<file path="src/hdl/btr_pkg.sv">
// Shared types and constants for the bitmap text row renderer.
// No dependencies; imported by every module of the block.
package btr_pkg;

    localparam int SCREEN_WIDTH     = 128;
    localparam int SCREEN_HEIGHT    = 160;
    localparam int FONT_DEPTH       = 4096;
    localparam int MAX_GLYPH_HEIGHT = 32;
    localparam int RESULT_CAP       = 32;
    localparam int HEIGHT_CAP       = (MAX_GLYPH_HEIGHT > RESULT_CAP) ? RESULT_CAP :
                                      (MAX_GLYPH_HEIGHT < 1) ? 1 : MAX_GLYPH_HEIGHT;
    localparam int FONT_AW          = $clog2(FONT_DEPTH);

    localparam logic [7:0]  FIRST_CODE = 8'd32;
    localparam logic [7:0]  LAST_CODE  = 8'd127;
    localparam logic [15:0] TOP_BIT    = 16'h8000;

    localparam int QUEUE_DEPTH = 4;
    localparam int QUEUE_AW    = $clog2(QUEUE_DEPTH);

    typedef enum logic {
        CFG_GLYPH_WIDTH  = 1'b0,
        CFG_GLYPH_HEIGHT = 1'b1
    } cfg_idx_t;

    typedef enum logic {
        CMD_FONT_WRITE = 1'b0,
        CMD_DRAW       = 1'b1
    } cmd_t;

    typedef enum logic [1:0] {
        ST_ROW     = 2'd0,
        ST_BAD_CHR = 2'd1,
        ST_BOUNDS  = 2'd2
    } status_t;

    typedef enum logic [1:0] {
        JOB_WRITE = 2'd0,
        JOB_ERROR = 2'd1,
        JOB_GLYPH = 2'd2
    } job_kind_t;

    typedef struct packed {
        logic        cmd;
        logic [11:0] font_addr;
        logic [15:0] font_word;
        logic [7:0]  char_code;
        logic        first_char;
        logic [7:0]  start_x;
        logic [7:0]  start_y;
    } btr_in_t;

    typedef struct packed {
        logic [1:0]  status;
        logic [7:0]  pixel_x;
        logic [7:0]  pixel_y;
        logic [15:0] row_mask;
        logic        last_row;
    } btr_out_t;

    // One queued job: font write, error beat, or a glyph of row reads.
    typedef struct packed {
        job_kind_t          kind;
        status_t            status;
        logic [7:0]         x;
        logic [7:0]         y;
        logic [FONT_AW-1:0] addr;   // write address or glyph base
        logic [15:0]        data;   // font word or width mask
        logic [5:0]         rows;   // glyph height, 1..HEIGHT_CAP
    } btr_job_t;

endpackage

</file>
<file path="src/hdl/btr_front.sv">
// Front end: config registers, text cursor, and per-character classification.
// Depends on btr_pkg; emits one job per font write or per character with output.
module btr_front (
    input  logic              clk,
    input  logic              rst_n,
    input  logic              cfg_valid,
    input  logic              cfg_index,
    input  logic [5:0]        cfg_data,
    input  logic              in_accept,
    input  btr_pkg::btr_in_t  in_item,
    output logic              push,
    output btr_pkg::btr_job_t push_job
);
    import btr_pkg::*;

    logic [4:0] gw_reg;
    logic [5:0] gh_reg;
    logic [7:0] col_reg,  col_next;
    logic [7:0] row_reg,  row_next;
    logic       done_reg, done_next;

    logic [4:0] w;
    logic [5:0] h;
    logic [7:0] col0, row0, col1, row1, row_wrapped;
    logic       done0, wrap, bottom, bad_chr, oob;
    logic [8:0] col_end0, col_end1, row_end1;
    logic [6:0] code_off;
    logic [15:0] mask;

    always_comb
    begin
        if (gw_reg == '0)
            w = 5'd1;
        else if (gw_reg > 5'd16)
            w = 5'd16;
        else
            w = gw_reg;
        if (gh_reg == '0)
            h = 6'd1;
        else if (gh_reg > 6'(HEIGHT_CAP))
            h = 6'(HEIGHT_CAP);
        else
            h = gh_reg;
    end

    always_comb
    begin
        col0        = in_item.first_char ? in_item.start_x : col_reg;
        row0        = in_item.first_char ? in_item.start_y : row_reg;
        done0       = in_item.first_char ? 1'b0 : done_reg;
        col_end0    = {1'b0, col0} + {4'b0, w};
        wrap        = (col_end0 > 9'(SCREEN_WIDTH));
        row_wrapped = row0 + {2'b0, h};
        col1        = wrap ? 8'd0 : col0;
        row1        = wrap ? row_wrapped : row0;
        col_end1    = {1'b0, col1} + {4'b0, w};
        row_end1    = {1'b0, row1} + {3'b0, h};
        bottom      = wrap && (row_end1 > 9'(SCREEN_HEIGHT));
        bad_chr     = (in_item.char_code < FIRST_CODE) || (in_item.char_code > LAST_CODE);
        oob         = ({1'b0, col1} >= 9'(SCREEN_WIDTH))
                   || ({1'b0, row1} >= 9'(SCREEN_HEIGHT))
                   || (col_end1 > 9'(SCREEN_WIDTH))
                   || (row_end1 > 9'(SCREEN_HEIGHT));
        code_off    = 7'(in_item.char_code - FIRST_CODE);
        mask        = 16'(16'hFFFF << (5'd16 - w));
    end

    always_comb
    begin
        col_next  = col_reg;
        row_next  = row_reg;
        done_next = done_reg;
        push      = 1'b0;
        push_job  = '{kind: JOB_WRITE, status: ST_ROW, x: col1, y: row1,
                      addr: in_item.font_addr[FONT_AW-1:0],
                      data: in_item.font_word, rows: h};
        if (in_accept)
        begin
            if (in_item.cmd == CMD_FONT_WRITE)
            begin
                push = 1'b1;
            end
            else if (!done0)
            begin
                col_next  = col1;
                row_next  = row1;
                done_next = 1'b0;
                if (bottom)
                begin
                    done_next = 1'b1;
                end
                else if (bad_chr)
                begin
                    done_next       = 1'b1;
                    push            = 1'b1;
                    push_job.kind   = JOB_ERROR;
                    push_job.status = ST_BAD_CHR;
                end
                else if (oob)
                begin
                    done_next       = 1'b1;
                    push            = 1'b1;
                    push_job.kind   = JOB_ERROR;
                    push_job.status = ST_BOUNDS;
                end
                else
                begin
                    col_next      = col_end1[7:0];
                    push          = 1'b1;
                    push_job.kind = JOB_GLYPH;
                    push_job.addr = FONT_AW'(code_off) * FONT_AW'(h);
                    push_job.data = mask;
                end
            end
        end
    end

    always_ff @(posedge clk or negedge rst_n)
    begin
        if (!rst_n)
        begin
            gw_reg   <= 5'd7;
            gh_reg   <= 6'd10;
            col_reg  <= '0;
            row_reg  <= '0;
            done_reg <= 1'b1;
        end
        else
        begin
            if (cfg_valid && cfg_index == CFG_GLYPH_WIDTH)
                gw_reg <= cfg_data[4:0];
            if (cfg_valid && cfg_index == CFG_GLYPH_HEIGHT)
                gh_reg <= cfg_data;
            col_reg  <= col_next;
            row_reg  <= row_next;
            done_reg <= done_next;
        end
    end

endmodule

</file>
<file path="config.mk">
export PLATFORM = sky130hd
export DESIGN_NAME = btr_front
export DESIGN_NICKNAME = d
export VERILOG_FILES = /design/src/hdl/btr_pkg.sv /design/src/hdl/btr_front.sv
export SDC_FILE = /design/constraint.sdc
export NUM_CORES = 1
export LEC_CHECK = 0
export CELL_PAD_IN_SITES_DETAIL_PLACEMENT = 0
export CELL_PAD_IN_SITES_GLOBAL_PLACEMENT = 1
export CORE_MARGIN = 2
export CORE_UTILIZATION = 40
export DETAILED_ROUTE_END_ITERATION = 6
export DONT_BUFFER_PORTS = 1
export GPL_TIMING_DRIVEN = 0
export PLACE_DENSITY_LB_ADDON = 0.1
export RECOVER_POWER = 25
export REMOVE_ABC_BUFFERS = 1
export SYNTH_ARGS = -nofsm -noshare
export SYNTH_HDL_FRONTEND = slang
export SYNTH_SLANG_ARGS = --single-unit
</file>
<file path="constraint.sdc">
create_clock -name clk -period 21.5 [get_ports clk]
set_clock_uncertainty 0.15 [all_clocks]
set_input_delay 6.45 -clock clk [delete_from_list [all_inputs] [get_ports clk]]
set_output_delay 6.45 -clock clk [all_outputs]
set_load 0.01 [all_outputs]
</file>
; Yosys cells after proc, flatten, opt, wreduce, memory -nomap -nowiden
; Cells that the tools add are included.
[word_totals]
regBits = 28
output_inout_bits = 55
wordCells = 66
[classes]
n_addsub = 6
multipliers = 1
magnitude_cmp = 9
n_shift = 1
muxes = 32
bitwise = 2
reduce_logical = 10
[ops]
columns = cell, n
row1 = 2-to-1 mux 28 bit, 6
row2 = 2-to-1 mux 8 bit, 7
row3 = greater-than comparator 9 x 8 -> 1 bit (second input constant), 3
row4 = 2-to-1 mux 4 bit, 5
row5 = adder 8 x 5 -> 9 bit, 2
row6 = greater-or-equal comparator 8 bit (second input constant), 2
row7 = left shift 16 x 5 -> 16 bit (first input constant), 1
row8 = multiplier 7 x 6 -> 12 bit, 1
row9 = 2-to-1 mux 6 bit, 2
row10 = 2-to-1 mux 5 bit, 2
row11 = adder 8 x 6 -> 9 bit, 1
row12 = adder 8 x 6 -> 8 bit, 1
row13 = greater-than comparator 8 x 7 -> 1 bit (second input constant), 1
row14 = < comparator 8 x 6 -> 1 bit (second input constant), 1
row15 = 2-to-1 mux 1 bit, 8
row16 = subtractor 7 x 6 -> 7 bit (second input constant), 1
row17 = greater-than comparator 6 bit (second input constant), 1
row18 = zero test 6 bit, 1
row19 = greater-than comparator 5 bit (second input constant), 1
row20 = zero test 5 bit, 1
row21 = subtractor 5 bit (first input constant), 1
row22 = logical OR 1 bit, 4
row23 = 2-to-1 mux 2 bit, 2
row24 = logical AND 1 bit, 3
row25 = other kinds (2), 3

; Depth between registers and ports, before layout
[depth]
depth_word = 16
depth_mapped = 30
ltp_nobuf = 26

; Worst setup path before layout
; OpenSTA, ideal clock, no wires.
[synth_path]
path_type = input to output
from = input in_item[16] (netlist bit)
to = output push_job[29] (netlist bit)
arrival_time_ns = 13.026
slack_ns = 1.874
stages = 30
n_path_buf = 5
cell_sequence = buf_6 buf_2 buf_1 mux2i_1 inv_1 ha_1 a21oi_1 maj3_2 nor2_1 or3_1 a31oi_2 o21bai_1 nand2_1 clkbuf_1 mux2_2 ha_1 fa_1 a21o_1 a21oi_1 xnor2_1 nor3_1 o21ai_0 a21oi_1 mux2_2 a221o_1 o21ai_2 or3_1 nor2_2 buf_4 mux2_1
[synth_lines]
columns = element, line_no
row1 = start: declaration, btr_front.sv:10  ; input btr_pkg::btr_in_t in_item,
row2 = end: declaration, btr_front.sv:12  ; output btr_pkg::btr_job_t push_job

==> flow_summary_export.csv <==
group,metric,value,unit
outcome,outcome,"finished, final reports clean",
timing,worst_slew_margin_rel,0.144,
power,powerDensity,101,nW/um2
layout,finalNonFillerCells,729,
power,p_leak,0.00231,uW
setup_path,crit_arrival,13.85,ns
floorplan,die_x,115,um
layout,drive_gt1_frac,0.0825,
timing,rsz0062_at_grt,"false",
synthesis,synth_top_area_frac,0.112,
synthesis,async_flop_share,1.00,
grt,antenna_found_initial,0,
placement,gp_congestion,0.836,
floorplan,die_y,115,um
drt,first_pass_iters,5,
timing,worst_slew_pin_slew,1.28,ns
cts,ctsResizeCount,0,
synthesis,netlist-cell-type-count,73,
layout,antenna_cells,0,
setup_path,r2r_slack,13.09,ns
setup_path,crit_type,"input pin to output port",
cts,cts_buffer_depth,2,
cts,postCtsSetupBuffers,0,
setup_path,cp-end-kind,"output port",
hold_path,hold_path_class,"flop to flop",
power,fin_total_pwr,517,uW
setup_path,cp.required,14.90,ns
synthesis,ys_top_cells_by_area,"dfrtp_1 11%, ha_1 11%, fa_1 9.7%",
timing,hold_viol,0,
drt,num_vias,4325,
drt,finalWirelength,13400,um
setup_path,cp_max_fo,30,
timing,clock.fmax,48.9,MHz
synthesis,ys_seq_area_frac,0.143,
grt,grt_max_degree,31,
placement,place_inst,725,
grt,grt_pass1_wl,21200,um
timing,setup_viol,0,
placement,placedInstanceArea,5000,um2
drt,wl_per_cell,18.3,um
cts,clk_latency,0.27,ns
power,max-vdd-ir-drop,0.0000478,V
synthesis,yosysWarnings,0,
synthesis,syn-instance-count,602,
cts,htreeDepth,1,
layout,final_common_cell,"nand2_1",
placement,dp_hpwl,10700,um
setup_path,crit_slowest_cell,"nor2_4",
synthesis,ys.flop_type,"dfrtp_1",
cts,cts_root_buf,"clkbuf_16",
synthesis,syn_avg_cell_area,8.20,um2
drt,drc,0,
grt,grt-ovfl-total,0,
synthesis,synth_enable_flop_cells,0,
layout,stdcell_area,5110,um2
timing,finalCritPeriodShare,0.951,
drt,ant_nets,0,
cts,cts_tree,"yes",
synthesis,ys_ff_latch,28,
cts,cts_hold_buf,0,
cts,numCtsBuffers,3,
floorplan,die_area,13200,um2
timing,whs,0.326,ns
layout,area_delta_synth_final,3.47,%
run,max_cap_violations,0,
synthesis,synth.cell_area,4940,um2
layout,final_cell_mix,"69 x nand2_1, 53 x nor2_1, 44 x inv_1",
floorplan,num_rows,40,
drt,drt_iter0_drc,222,
timing,maxSlewViolCount,0,
timing,fin_setup_tns,0,ns
setup_path,cp-start-kind,"input pin",
timing,min_period,20.45,ns
cts,cts_sinks,28,
grt,grt_pass1_vias,4103,
drt,avgViaCountPerCell,5.93,
placement,io_buffers,0,
floorplan,core,12000,um2
synthesis,synth_largest_area_cell,"dfrtp_1",
grt,grt_usage,0.201,
setup_path,max_stage_delay,0.72,ns
layout,nets,714,
floorplan,start_util,0.411,
cts,clk_pin_slew,0.07,ns
floorplan,io_pins,120,
-- final timing paths --
path / from / to / cells past startpoint
max in group asynchronous: rst_n / gh_reg[1]$_DFFE_PN1P_ / 0
min in group asynchronous: rst_n / col_reg[4]$_DFFE_PN0P_ / 0
hold / removal: row_reg[1]$_DFFE_PN0P_ / row_reg[1]$_DFFE_PN0P_ / 2
setup / recovery: in_item[16] / push_job[9] / 25
hold reg to reg: row_reg[1]$_DFFE_PN0P_ / row_reg[1]$_DFFE_PN0P_ / 2
setup reg to reg: gw_reg[4]$_DFFE_PN0P_ / col_reg[0]$_DFFE_PN0P_ / 26
-- cell usage after synthesis (14+ instances only) --
| cell type | number |
|---|---|
| nor2_1 | 53 |
| xnor2_1 | 19 |
| fa_1 | 24 |
| mux2_2 | 24 |
| a21oi_1 | 34 |
| mux2_1 | 24 |
| nand2_1 | 69 |
| dfrtp_1 | 22 |
| o21ai_0 | 29 |
| and2_1 | 14 |
| clkbuf_1 | 14 |
| inv_1 | 44 |
| ha_1 | 42 |
| mux2i_1 | 14 |
-- power breakdown --
part / internal [uW] / switching (uW) / total, uW
logic: 144 / 229 / 373
clock network: 37.2 / 19.9 / 57.0
registers: 71.9 / 14.2 / 86.2
-- layout make-up --
cell class	instances	area (um2)
fill	1245	6900
multi-input combinational	505	3940
sequential	28	708
tap	147	184
inverter	45	171
clock buffer	3	75.1
clock inverter	1	30.0
-- through the flow --
step / util / worst slack [ns]
after floorplan: - / 2.00
after global placement: 0.416 / 0.647
final: 0.425 / 1.05
after global routing: 0.425 / 0.457
after CTS: 0.425 / 1.06
after detailed placement: 0.417 / 1.07
-- worst max-delay path, delay by kind of cell --
family	cells	cell delay [ns]
mux	4	1.42
xor+xnor	1	0.09
buf+inv	1	0.08
compound gates	11	2.33
simple gates	4	2.12
fa+ha+maj	4	1.31
-- cells by family (layout without fill, tap and decap cells) --
family,count (synthesis),count (layout),synth area share
XOR/XNOR,28,28,0.0497
buffers and inverters,69,49,0.0596
adder cells (fa/ha/maj),68,68,0.208
flip-flops,28,28,0.143
AO/OA/AOI/OAI,142,142,0.198
multiplexers,66,66,0.150
AND/OR/NAND/NOR,201,201,0.192
-- routing by layer --
layer  global-route usage  part of all wire
met1                0.276              0.47
met2                0.349              0.47
met3               0.0311             0.058
met4               0.0177            0.0023
met5                    0                 0
No activity file was read; power rests on OpenSTA's default activity.
