## src/hdl/btr_pkg.sv

```systemverilog
// Shared types and constants for the bitmap text row renderer.
// No dependencies; imported by every module of the block.
package btr_pkg;

    localparam int SCREEN_WIDTH     = 128;
    localparam int SCREEN_HEIGHT    = 160;
    localparam int FONT_DEPTH       = 4096;
    localparam int MAX_GLYPH_HEIGHT = 32;
    localparam int RESULT_CAP       = 32;
    localparam int HEIGHT_CAP       = (MAX_GLYPH_HEIGHT > RESULT_CAP) ? RESULT_CAP :
                                      (MAX_GLYPH_HEIGHT < 1) ? 1 : MAX_GLYPH_HEIGHT;
    localparam int FONT_AW          = $clog2(FONT_DEPTH);

    localparam logic [7:0]  FIRST_CODE = 8'd32;
    localparam logic [7:0]  LAST_CODE  = 8'd127;
    localparam logic [15:0] TOP_BIT    = 16'h8000;

    localparam int QUEUE_DEPTH = 4;
    localparam int QUEUE_AW    = $clog2(QUEUE_DEPTH);

    typedef enum logic {
        CFG_GLYPH_WIDTH  = 1'b0,
        CFG_GLYPH_HEIGHT = 1'b1
    } cfg_idx_t;

    typedef enum logic {
        CMD_FONT_WRITE = 1'b0,
        CMD_DRAW       = 1'b1
    } cmd_t;

    typedef enum logic [1:0] {
        ST_ROW     = 2'd0,
        ST_BAD_CHR = 2'd1,
        ST_BOUNDS  = 2'd2
    } status_t;

    typedef enum logic [1:0] {
        JOB_WRITE = 2'd0,
        JOB_ERROR = 2'd1,
        JOB_GLYPH = 2'd2
    } job_kind_t;

    typedef struct packed {
        logic        cmd;
        logic [11:0] font_addr;
        logic [15:0] font_word;
        logic [7:0]  char_code;
        logic        first_char;
        logic [7:0]  start_x;
        logic [7:0]  start_y;
    } btr_in_t;

    typedef struct packed {
        logic [1:0]  status;
        logic [7:0]  pixel_x;
        logic [7:0]  pixel_y;
        logic [15:0] row_mask;
        logic        last_row;
    } btr_out_t;

    // One queued job: font write, error beat, or a glyph of row reads.
    typedef struct packed {
        job_kind_t          kind;
        status_t            status;
        logic [7:0]         x;
        logic [7:0]         y;
        logic [FONT_AW-1:0] addr;   // write address or glyph base
        logic [15:0]        data;   // font word or width mask
        logic [5:0]         rows;   // glyph height, 1..HEIGHT_CAP
    } btr_job_t;

endpackage

```

## src/hdl/btr_queue.sv

```systemverilog
// Short job queue between front and back of the text renderer.
// Depends on btr_pkg for the job type and depth.
module btr_queue (
    input  logic              clk,
    input  logic              rst_n,
    input  logic              push,
    input  btr_pkg::btr_job_t push_job,
    output logic              full,
    input  logic              pop,
    output logic              not_empty,
    output btr_pkg::btr_job_t head_job
);
    import btr_pkg::*;

    btr_job_t              slot_reg [QUEUE_DEPTH];
    logic [QUEUE_AW-1:0]   wr_ptr_reg, wr_ptr_next;
    logic [QUEUE_AW-1:0]   rd_ptr_reg, rd_ptr_next;
    logic [QUEUE_AW:0]     count_reg,  count_next;

    assign full      = (count_reg == (QUEUE_AW+1)'(QUEUE_DEPTH));
    assign not_empty = (count_reg != '0);
    assign head_job  = slot_reg[rd_ptr_reg];

    always_comb
    begin
        wr_ptr_next = push ? wr_ptr_reg + 1'b1 : wr_ptr_reg;
        rd_ptr_next = pop  ? rd_ptr_reg + 1'b1 : rd_ptr_reg;
        count_next  = count_reg;
        if (push && !pop)
        begin
            count_next = count_reg + 1'b1;
        end
        else if (pop && !push)
        begin
            count_next = count_reg - 1'b1;
        end
    end

    always_ff @(posedge clk or negedge rst_n)
    begin
        if (!rst_n)
        begin
            wr_ptr_reg <= '0;
            rd_ptr_reg <= '0;
            count_reg  <= '0;
        end
        else
        begin
            wr_ptr_reg <= wr_ptr_next;
            rd_ptr_reg <= rd_ptr_next;
            count_reg  <= count_next;
        end
    end

    always_ff @(posedge clk)
    begin
        if (push)
        begin
            slot_reg[wr_ptr_reg] <= push_job;
        end
    end

endmodule

```

## config.mk

```make
export PLATFORM = sky130hd
export DESIGN_NAME = btr_queue
export DESIGN_NICKNAME = d
export VERILOG_FILES = /design/src/hdl/btr_pkg.sv /design/src/hdl/btr_queue.sv
export SDC_FILE = /design/constraint.sdc
export NUM_CORES = 1
export LEC_CHECK = 0
export BUFFER_PORTS_ARGS = -buffer_cell sky130_fd_sc_hd__buf_4
export CORE_MARGIN = 2
export CORE_UTILIZATION = 51
export CTS_CLUSTER_SIZE = 25
export DETAILED_ROUTE_END_ITERATION = 10
export GPL_ROUTABILITY_DRIVEN = 0
export GPL_TIMING_DRIVEN = 0
export PLACE_DENSITY_LB_ADDON = 0.1
export SYNTH_ARGS = -nofsm -noshare
export SYNTH_HDL_FRONTEND = slang
export SYNTH_SLANG_ARGS = --single-unit
```

## constraint.sdc

```tcl
create_clock -name clk -period 2.3 [get_ports clk]
set_input_delay 0.46 -clock clk [delete_from_list [all_inputs] [get_ports clk]]
set_output_delay 0.46 -clock clk [all_outputs]
set_load 0.1 [all_outputs]
```

* After elaboration in Yosys (flattened, before gate mapping)
Memories as Yosys holds them, arrays and structs flattened.
Cells that the tools add are included.
** Cells by class
- Add/sub/neg operators :: 4
- Equality and inequality tests :: 1
- Multiplexer cells :: 4
- Reduce and logical (&&, ||, !) cells :: 6
** Operators with widths (number)
- 3-bit two-way mux :: 2
- 2-bit by 1-bit adder with 2-bit output (second input constant) :: 2
- 3-bit by 1-bit adder with 3-bit output (second input constant) :: 1
- 3-bit == test (second input constant) :: 1
- 3-bit nonzero test :: 1
- 3-bit by 1-bit subtractor with 3-bit output (second input constant) :: 1
- 1-bit logical AND :: 2
- 1-bit logical NOT :: 2
- 1-bit two-way mux :: 2
- 2-bit nonzero test :: 1
** Word-level totals
- Register bits after elaboration :: 7
- Memory bits (writable) :: 216
- Logic and storage cells :: 19
- Memories :: 1
** Memories
- slot_reg :: depth 4, bits a word 54, rd ports 1, clocked after Yosys merged registers in 0, wr ports 1, RTL line btr_queue.sv:15 : btr_job_t slot_reg [QUEUE_DEPTH];

* Longest topological paths before layout
Gate-level depths: netlist (run 1).
- Word-level depth :: 4
- Gate-level depth with buffers :: 7

* Worst setup path after synthesis (run 1)
Ideal clock, no wire load.
- Path type :: register -> output
- Start :: register count_reg[0]
- End :: output full
- Data arrival time :: 2.647 ns
- Setup slack :: -0.807 ns
- Stages on the path, launching flop included :: 2
- Path buffers :: 0
- Cells stage by stage :: dfrtp_1 -> nor3b_1
** Between the ends
- Cells in the longest elaborated chain, start to end :: 1
** Ends and longest elaborated chain
- start: declaration :: RTL line btr_queue.sv:18 : logic [QUEUE_AW:0] count_reg, count_next;
- start signal: assignment :: RTL line btr_queue.sv:51 : count_reg <= count_next;
- 3-bit == test :: RTL line btr_queue.sv:20 : assign full = (count_reg == (QUEUE_AW+1)'(QUEUE_DEPTH));
- end: declaration :: RTL line btr_queue.sv:8 : output logic full,
No other way between the ends.

==> impl_metrics.json, run 1 <==
{
  "std_cell_rows": 46,
  "whs_ns": 0.157,
  "ys_seq_area_frac": 0.814,
  "layout-drive-gt1-share": 0.466,
  "crit_path_top_delay_cell": "mux4_2",
  "finalSetupViolCount": 49,
  "finalCriticalPeriod_ns": 2.43,
  "ant_nets": 0,
  "slew_violations": 0,
  "final_common_cell": "edfxtp_1",
  "fin_worst_skew_ns": 0.0110,
  "fin_crit_sh": 1.06,
  "yosysTopAreaCellShare": 0.792,
  "antenna_found_initial": 0,
  "max_stage_delay_ns": 0.54,
  "path_class": "flip-flop to output port",
  "clockBufferDepth": 3,
  "violations": "setup timing",
  "cp.arrival_ns": 1.97,
  "gr-total-overflow": 0,
  "dieWidth_um": 131,
  "layout_common_cells": "edfxtp_1 (216), buf_4 (67), mux4_2 (54), buf_6 (51), clkbuf_16 (24)",
  "critPathMaxFanout": 10,
  "dp.cells": 645,
  "cts_root_buf": "clkbuf_16",
  "syn-num-nets": 380,
  "io_buffer_count": 113,
  "grt_pass1_wl_um": 21300,
  "area_delta_synth_final_pct": 27.4,
  "path_cells": "buf_12 -> buf_12 -> mux4_2 -> buf_8",
  "clk_pin_slew_ns": 0.06,
  "fin_ws_ns": -0.130,
  "drt_iter0_drc": 228,
  "die_y_um": 131,
  "worstPathRequired_ns": 1.84,
  "drt-total-wl_um": 14100,
  "rsz0062_at_grt": "true",
  "postSynthCellCount": 316,
  "synth_seq_cells": 223,
  "via_per_inst": 5.26,
  "route.detailed.wl_per_inst_um": 20.5,
  "ys_types": 18,
  "ys_warn_count": 0,
  "grt_start_max_net_pins": 55,
  "status": "complete, but fails checks",
  "cts_buffers": 23,
  "largest_reg_flops": 216,
  "drc_errors": 0,
  "finalHoldViolations": 0,
  "cts_tree": "yes",
  "clkLatencyLatePin_ns": 0.49,
  "critical_path.most_common_cell": "buf_12",
  "postSynthAreaPerCell_um2": 25.9,
  "maxCapViolCount": 0,
  "start_util": 0.519,
  "stdcell_count": 690,
  "critPathCaptureType": "output port",
  "core_area_um2": 15800,
  "num-fill-cells": 1082,
  "grt_use_total": 0.168,
  "tightest_slew_ns": 0.864,
  "syn-cell-area_um2": 8190,
  "timing.fmax_ghz": 0.412,
  "fin_nets": 524,
  "grt_pass1_vias": 3901,
  "diodes": 0,
  "clock-sinks": 223,
  "fin_util": 0.662,
  "synth.area.top_cells": "edfxtp_1 (79%), mux4_2 (15%), dfrtp_1 (2.1%)",
  "vias": 3631,
  "hold_class": "input pin to flip-flop",
  "yosys.area.top_type": "edfxtp_1",
  "dieArea_um2": 17100,
  "htree_levels": 1,
  "drt_pass1_iterations": 4,
  "ios": 114,
  "maxSlewHeadroom": 0.424,
  "cp-start-kind": "flip-flop",
  "dp_hpwl_um": 8010
}
-- kinds of logic after synthesis --
logic type | Yosys count | share of synthesized area
AO/OA/AOI/OAI | 1 | 0.000611
XOR/XNOR | 6 | 0.00642
adder cells (fa/ha/maj) | 6 | 0.0101
buffers and inverters | 16 | 0.0133
flip-flops | 223 | 0.814
multiplexers | 55 | 0.150
AND/OR/NAND/NOR | 9 | 0.00611
-- cells in the mapped netlist --
cell type and instances:
and2_1 4, buf_2 6, buf_4 1, buf_6 5, dfrtp_1 7, edfxtp_1 216, fa_1 1, ha_1 5
inv_1 4, mux2_2 1, mux4_2 54, nand2_1 2, nor2_1 1, nor3b_1 1, o21ai_0 1, or3_1 1
xnor2_1 2, xor2_1 4
-- worst paths after layout --
kind	slack (ns)	from	depth (start not counted)	end
worst min register to register	0.48	count_reg[2]	1	count_reg[2]
worst max-delay path	-0.13	rd_ptr_reg[0]	4	head_job[25]
worst max register to register	0.48	wr_ptr_reg[1]	3	slot_reg[1][20]
worst min-delay path	0.16	push_job[47]	1	slot_reg[3][47]
min in group asynchronous	0.32	rst_n	2	rd_ptr_reg[1]
max in group asynchronous	1.84	rst_n	2	rd_ptr_reg[0]
-- critical path: cells and delay by family (launching register included) --
family                 cells  cell delay (ns)
multiplexers               1             0.54
flip-flops                 1             0.42
buffers and inverters      3             0.50
-- per-stage QoR --
step	setup WS [ns]	instance area [µm²]	TNS (ns)
after global placement	-1.06	9310	-113.62
after global routing	-0.200	10400	-8.11
after CTS	-0.165	10400	-6.28
final	-0.130	10400	-4.80
after floorplan	0.00200	8200	0
after detailed placement	0.267	9320	0
-- layer usage --
metal  up-vias  routed length, µm  part of all wire  GRT usage
li1       1634                  -                 -          -
met1      1869               5890              0.42      0.220
met2       104               7110              0.50      0.282
met3        24                877             0.062     0.0423
met4         0                248             0.018     0.0507
met5         -                  0                 0          0
-- layout make-up --
cell class,instances,area (µm²),share of cell area
Buffer,12,169,0.0162
Clock buffer,23,576,0.0552
Sequential cell,223,6660,0.639
Clock inverter,16,150,0.0144
Tap cell,216,270,0.0259
Inverter,4,15.0,0.00144
Timing Repair Buffer,119,1160,0.111
Multi-Input combinational cell,77,1430,0.137
-- what timing repair did --
action                                  CTS  global route
endpoints found under the setup margin   54            54
gates resized for setup                  80             4
buffers inserted                          4             1
hold buffers                              1             0
hold endpoints to repair                  7             0
cloned                                    1             1
Power of run 1 is left out: the tool's default activity adds up to more than one toggle a clock period on the data nets, which glitch-free logic cannot reach.
==> inputs of run 2 (changes only) <==
--- a/config.mk
+++ b/config.mk
@@ -7,7 +7,7 @@
 export LEC_CHECK = 0
 export BUFFER_PORTS_ARGS = -buffer_cell sky130_fd_sc_hd__buf_4
 export CORE_MARGIN = 2
-export CORE_UTILIZATION = 51
+export CORE_UTILIZATION = 45
 export CTS_CLUSTER_SIZE = 25
 export DETAILED_ROUTE_END_ITERATION = 10
 export GPL_ROUTABILITY_DRIVEN = 0
==> impl_metrics.json, run 2 (same netlist as run 1, synthesis figures left out) <==
{
  "violations": "setup timing",
  "cts_tree": "yes",
  "cts_buffers": 23,
  "worstHoldStart": "push_job[45]",
  "timing.fmax_ghz": 0.413,
  "drc_errors": 0,
  "dp_hpwl_um": 8100,
  "largest_reg_flops": 216,
  "status": "complete, but fails checks",
  "startpoint": "rd_ptr_reg[0]",
  "maxCapViolCount": 0,
  "critPathMaxFanout": 10,
  "wl_met3_um": 850,
  "cp-start-kind": "flip-flop",
  "final_common_cell": "edfxtp_1",
  "grt_pass1_wl_um": 22000,
  "num-fill-cells": 1314,
  "worstPathRequired_ns": 1.84,
  "clkLatencyLatePin_ns": 0.49,
  "antenna_found_initial": 0,
  "clock-sinks": 223,
  "hold_class": "input pin to flip-flop",
  "core_area_um2": 17900,
  "seq_area_um2": 6660,
  "path_class": "flip-flop to output port",
  "io_buffer_count": 113,
  "wl_met1_um": 5970,
  "finalSetupTns_ns": -4.20,
  "maxSlewHeadroom": 0.407,
  "fin_worst_skew_ns": 0.0160,
  "place_area_um2": 9340,
  "dieWidth_um": 139,
  "finalCriticalPeriod_ns": 2.42,
  "finalHoldViolations": 0,
  "whs_ns": 0.165,
  "clockBufferDepth": 3,
  "route.detailed.wl_per_inst_um": 20.1,
  "place_ws_ns": 0.246,
  "multi_input_area_um2": 1430,
  "cp.arrival_ns": 1.96,
  "htree_levels": 1,
  "layout-drive-gt1-share": 0.467,
  "grt_use_total": 0.149,
  "via_per_inst": 5.21,
  "gr-total-overflow": 0,
  "clk_pin_slew_ns": 0.06,
  "vias": 3681,
  "drt_iter0_drc": 174,
  "wl_met2_um": 7150,
  "fin_nets": 526,
  "r2r_start": "wr_ptr_reg[0]",
  "rsz0062_at_grt": "true",
  "fin_ws_ns": -0.122,
  "critPathCaptureType": "output port",
  "top_layer": "met4",
  "finalSetupViolCount": 54,
  "ios": 114,
  "die_y_um": 139,
  "grt_pass1_vias": 4012,
  "rrSetupSlack_ns": 0.48,
  "grt_start_max_net_pins": 55,
  "dieArea_um2": 19300,
  "slew_violations": 0,
  "start_util": 0.457,
  "fin_crit_sh": 1.05,
  "tightest_slew_ns": 0.889,
  "layout_common_cells": "edfxtp_1 (216), buf_4 (69), mux4_2 (54), buf_6 (52), clkbuf_16 (25)",
  "drt_pass1_iterations": 6,
  "ant_nets": 0,
  "diodes": 0,
  "cts_root_buf": "clkbuf_16",
  "area_delta_synth_final_pct": 27.8,
  "std_cell_rows": 49,
  "drt-total-wl_um": 14200,
  "stdcell_area_um2": 10500
}
[run 2: cell count changes in the layout (fill, tap and decap cells not counted), moves of 2 or more]
cell,delta
clkbuf_1,+8
clkinv_1,-7
buf_12,-3
clkbuf_8,+3
buf_4,+2
[run 2: final timing paths]
check                      cells after the start              end
hold reg to reg                                1     count_reg[2]
setup reg to reg                               3  slot_reg[0][25]
max in group asynchronous                      2    wr_ptr_reg[0]
hold / removal                                 1  slot_reg[3][45]
setup / recovery                               4     head_job[38]
min in group asynchronous                      2     count_reg[0]
[run 2: area by class of cell]
cell class,instances,area share
Timing Repair Buffer,121,0.111
Buffer,12,0.0161
Sequential cell,223,0.637
Tap cell,229,0.0274
Clock buffer,34,0.0618
Multi-Input combinational cell,77,0.137
Inverter,4,0.00144
Clock inverter,7,0.00825
[run 2: per-layer routing]
metal / vias up / GRT usage
met5: - / 0
met4: 0 / 0.0388
met3: 18 / 0.0363
met2: 105 / 0.248
met1: 1919 / 0.199
li1: 1639 / -
[run 2: per-stage QoR]
stage | util | std cells
CTS | 0.581 | 704
global placement | 0.521 | 658
global route | 0.584 | 707
floorplan | - | 316
detailed placement | 0.522 | 658
finish | 0.584 | 707
[run 2: what timing repair did]
| item | CTS | global route |
|---|---|---|
| setup buffers | 4 | 1 |
| resized for setup | 76 | 2 |
| endpoints found under the setup margin | 54 | 53 |
| hold buffers | 1 | 0 |
| gates cloned | 0 | 2 |
| hold endpoints to repair | 7 | 0 |
[run 2: critical path: stages (launching register included)]
cell and delay [ns]:
dfrtp_1 0.39, buf_12 0.17, buf_12 0.16, mux4_2 0.55
buf_8 0.20
Power of run 2 is left out for the same reason.
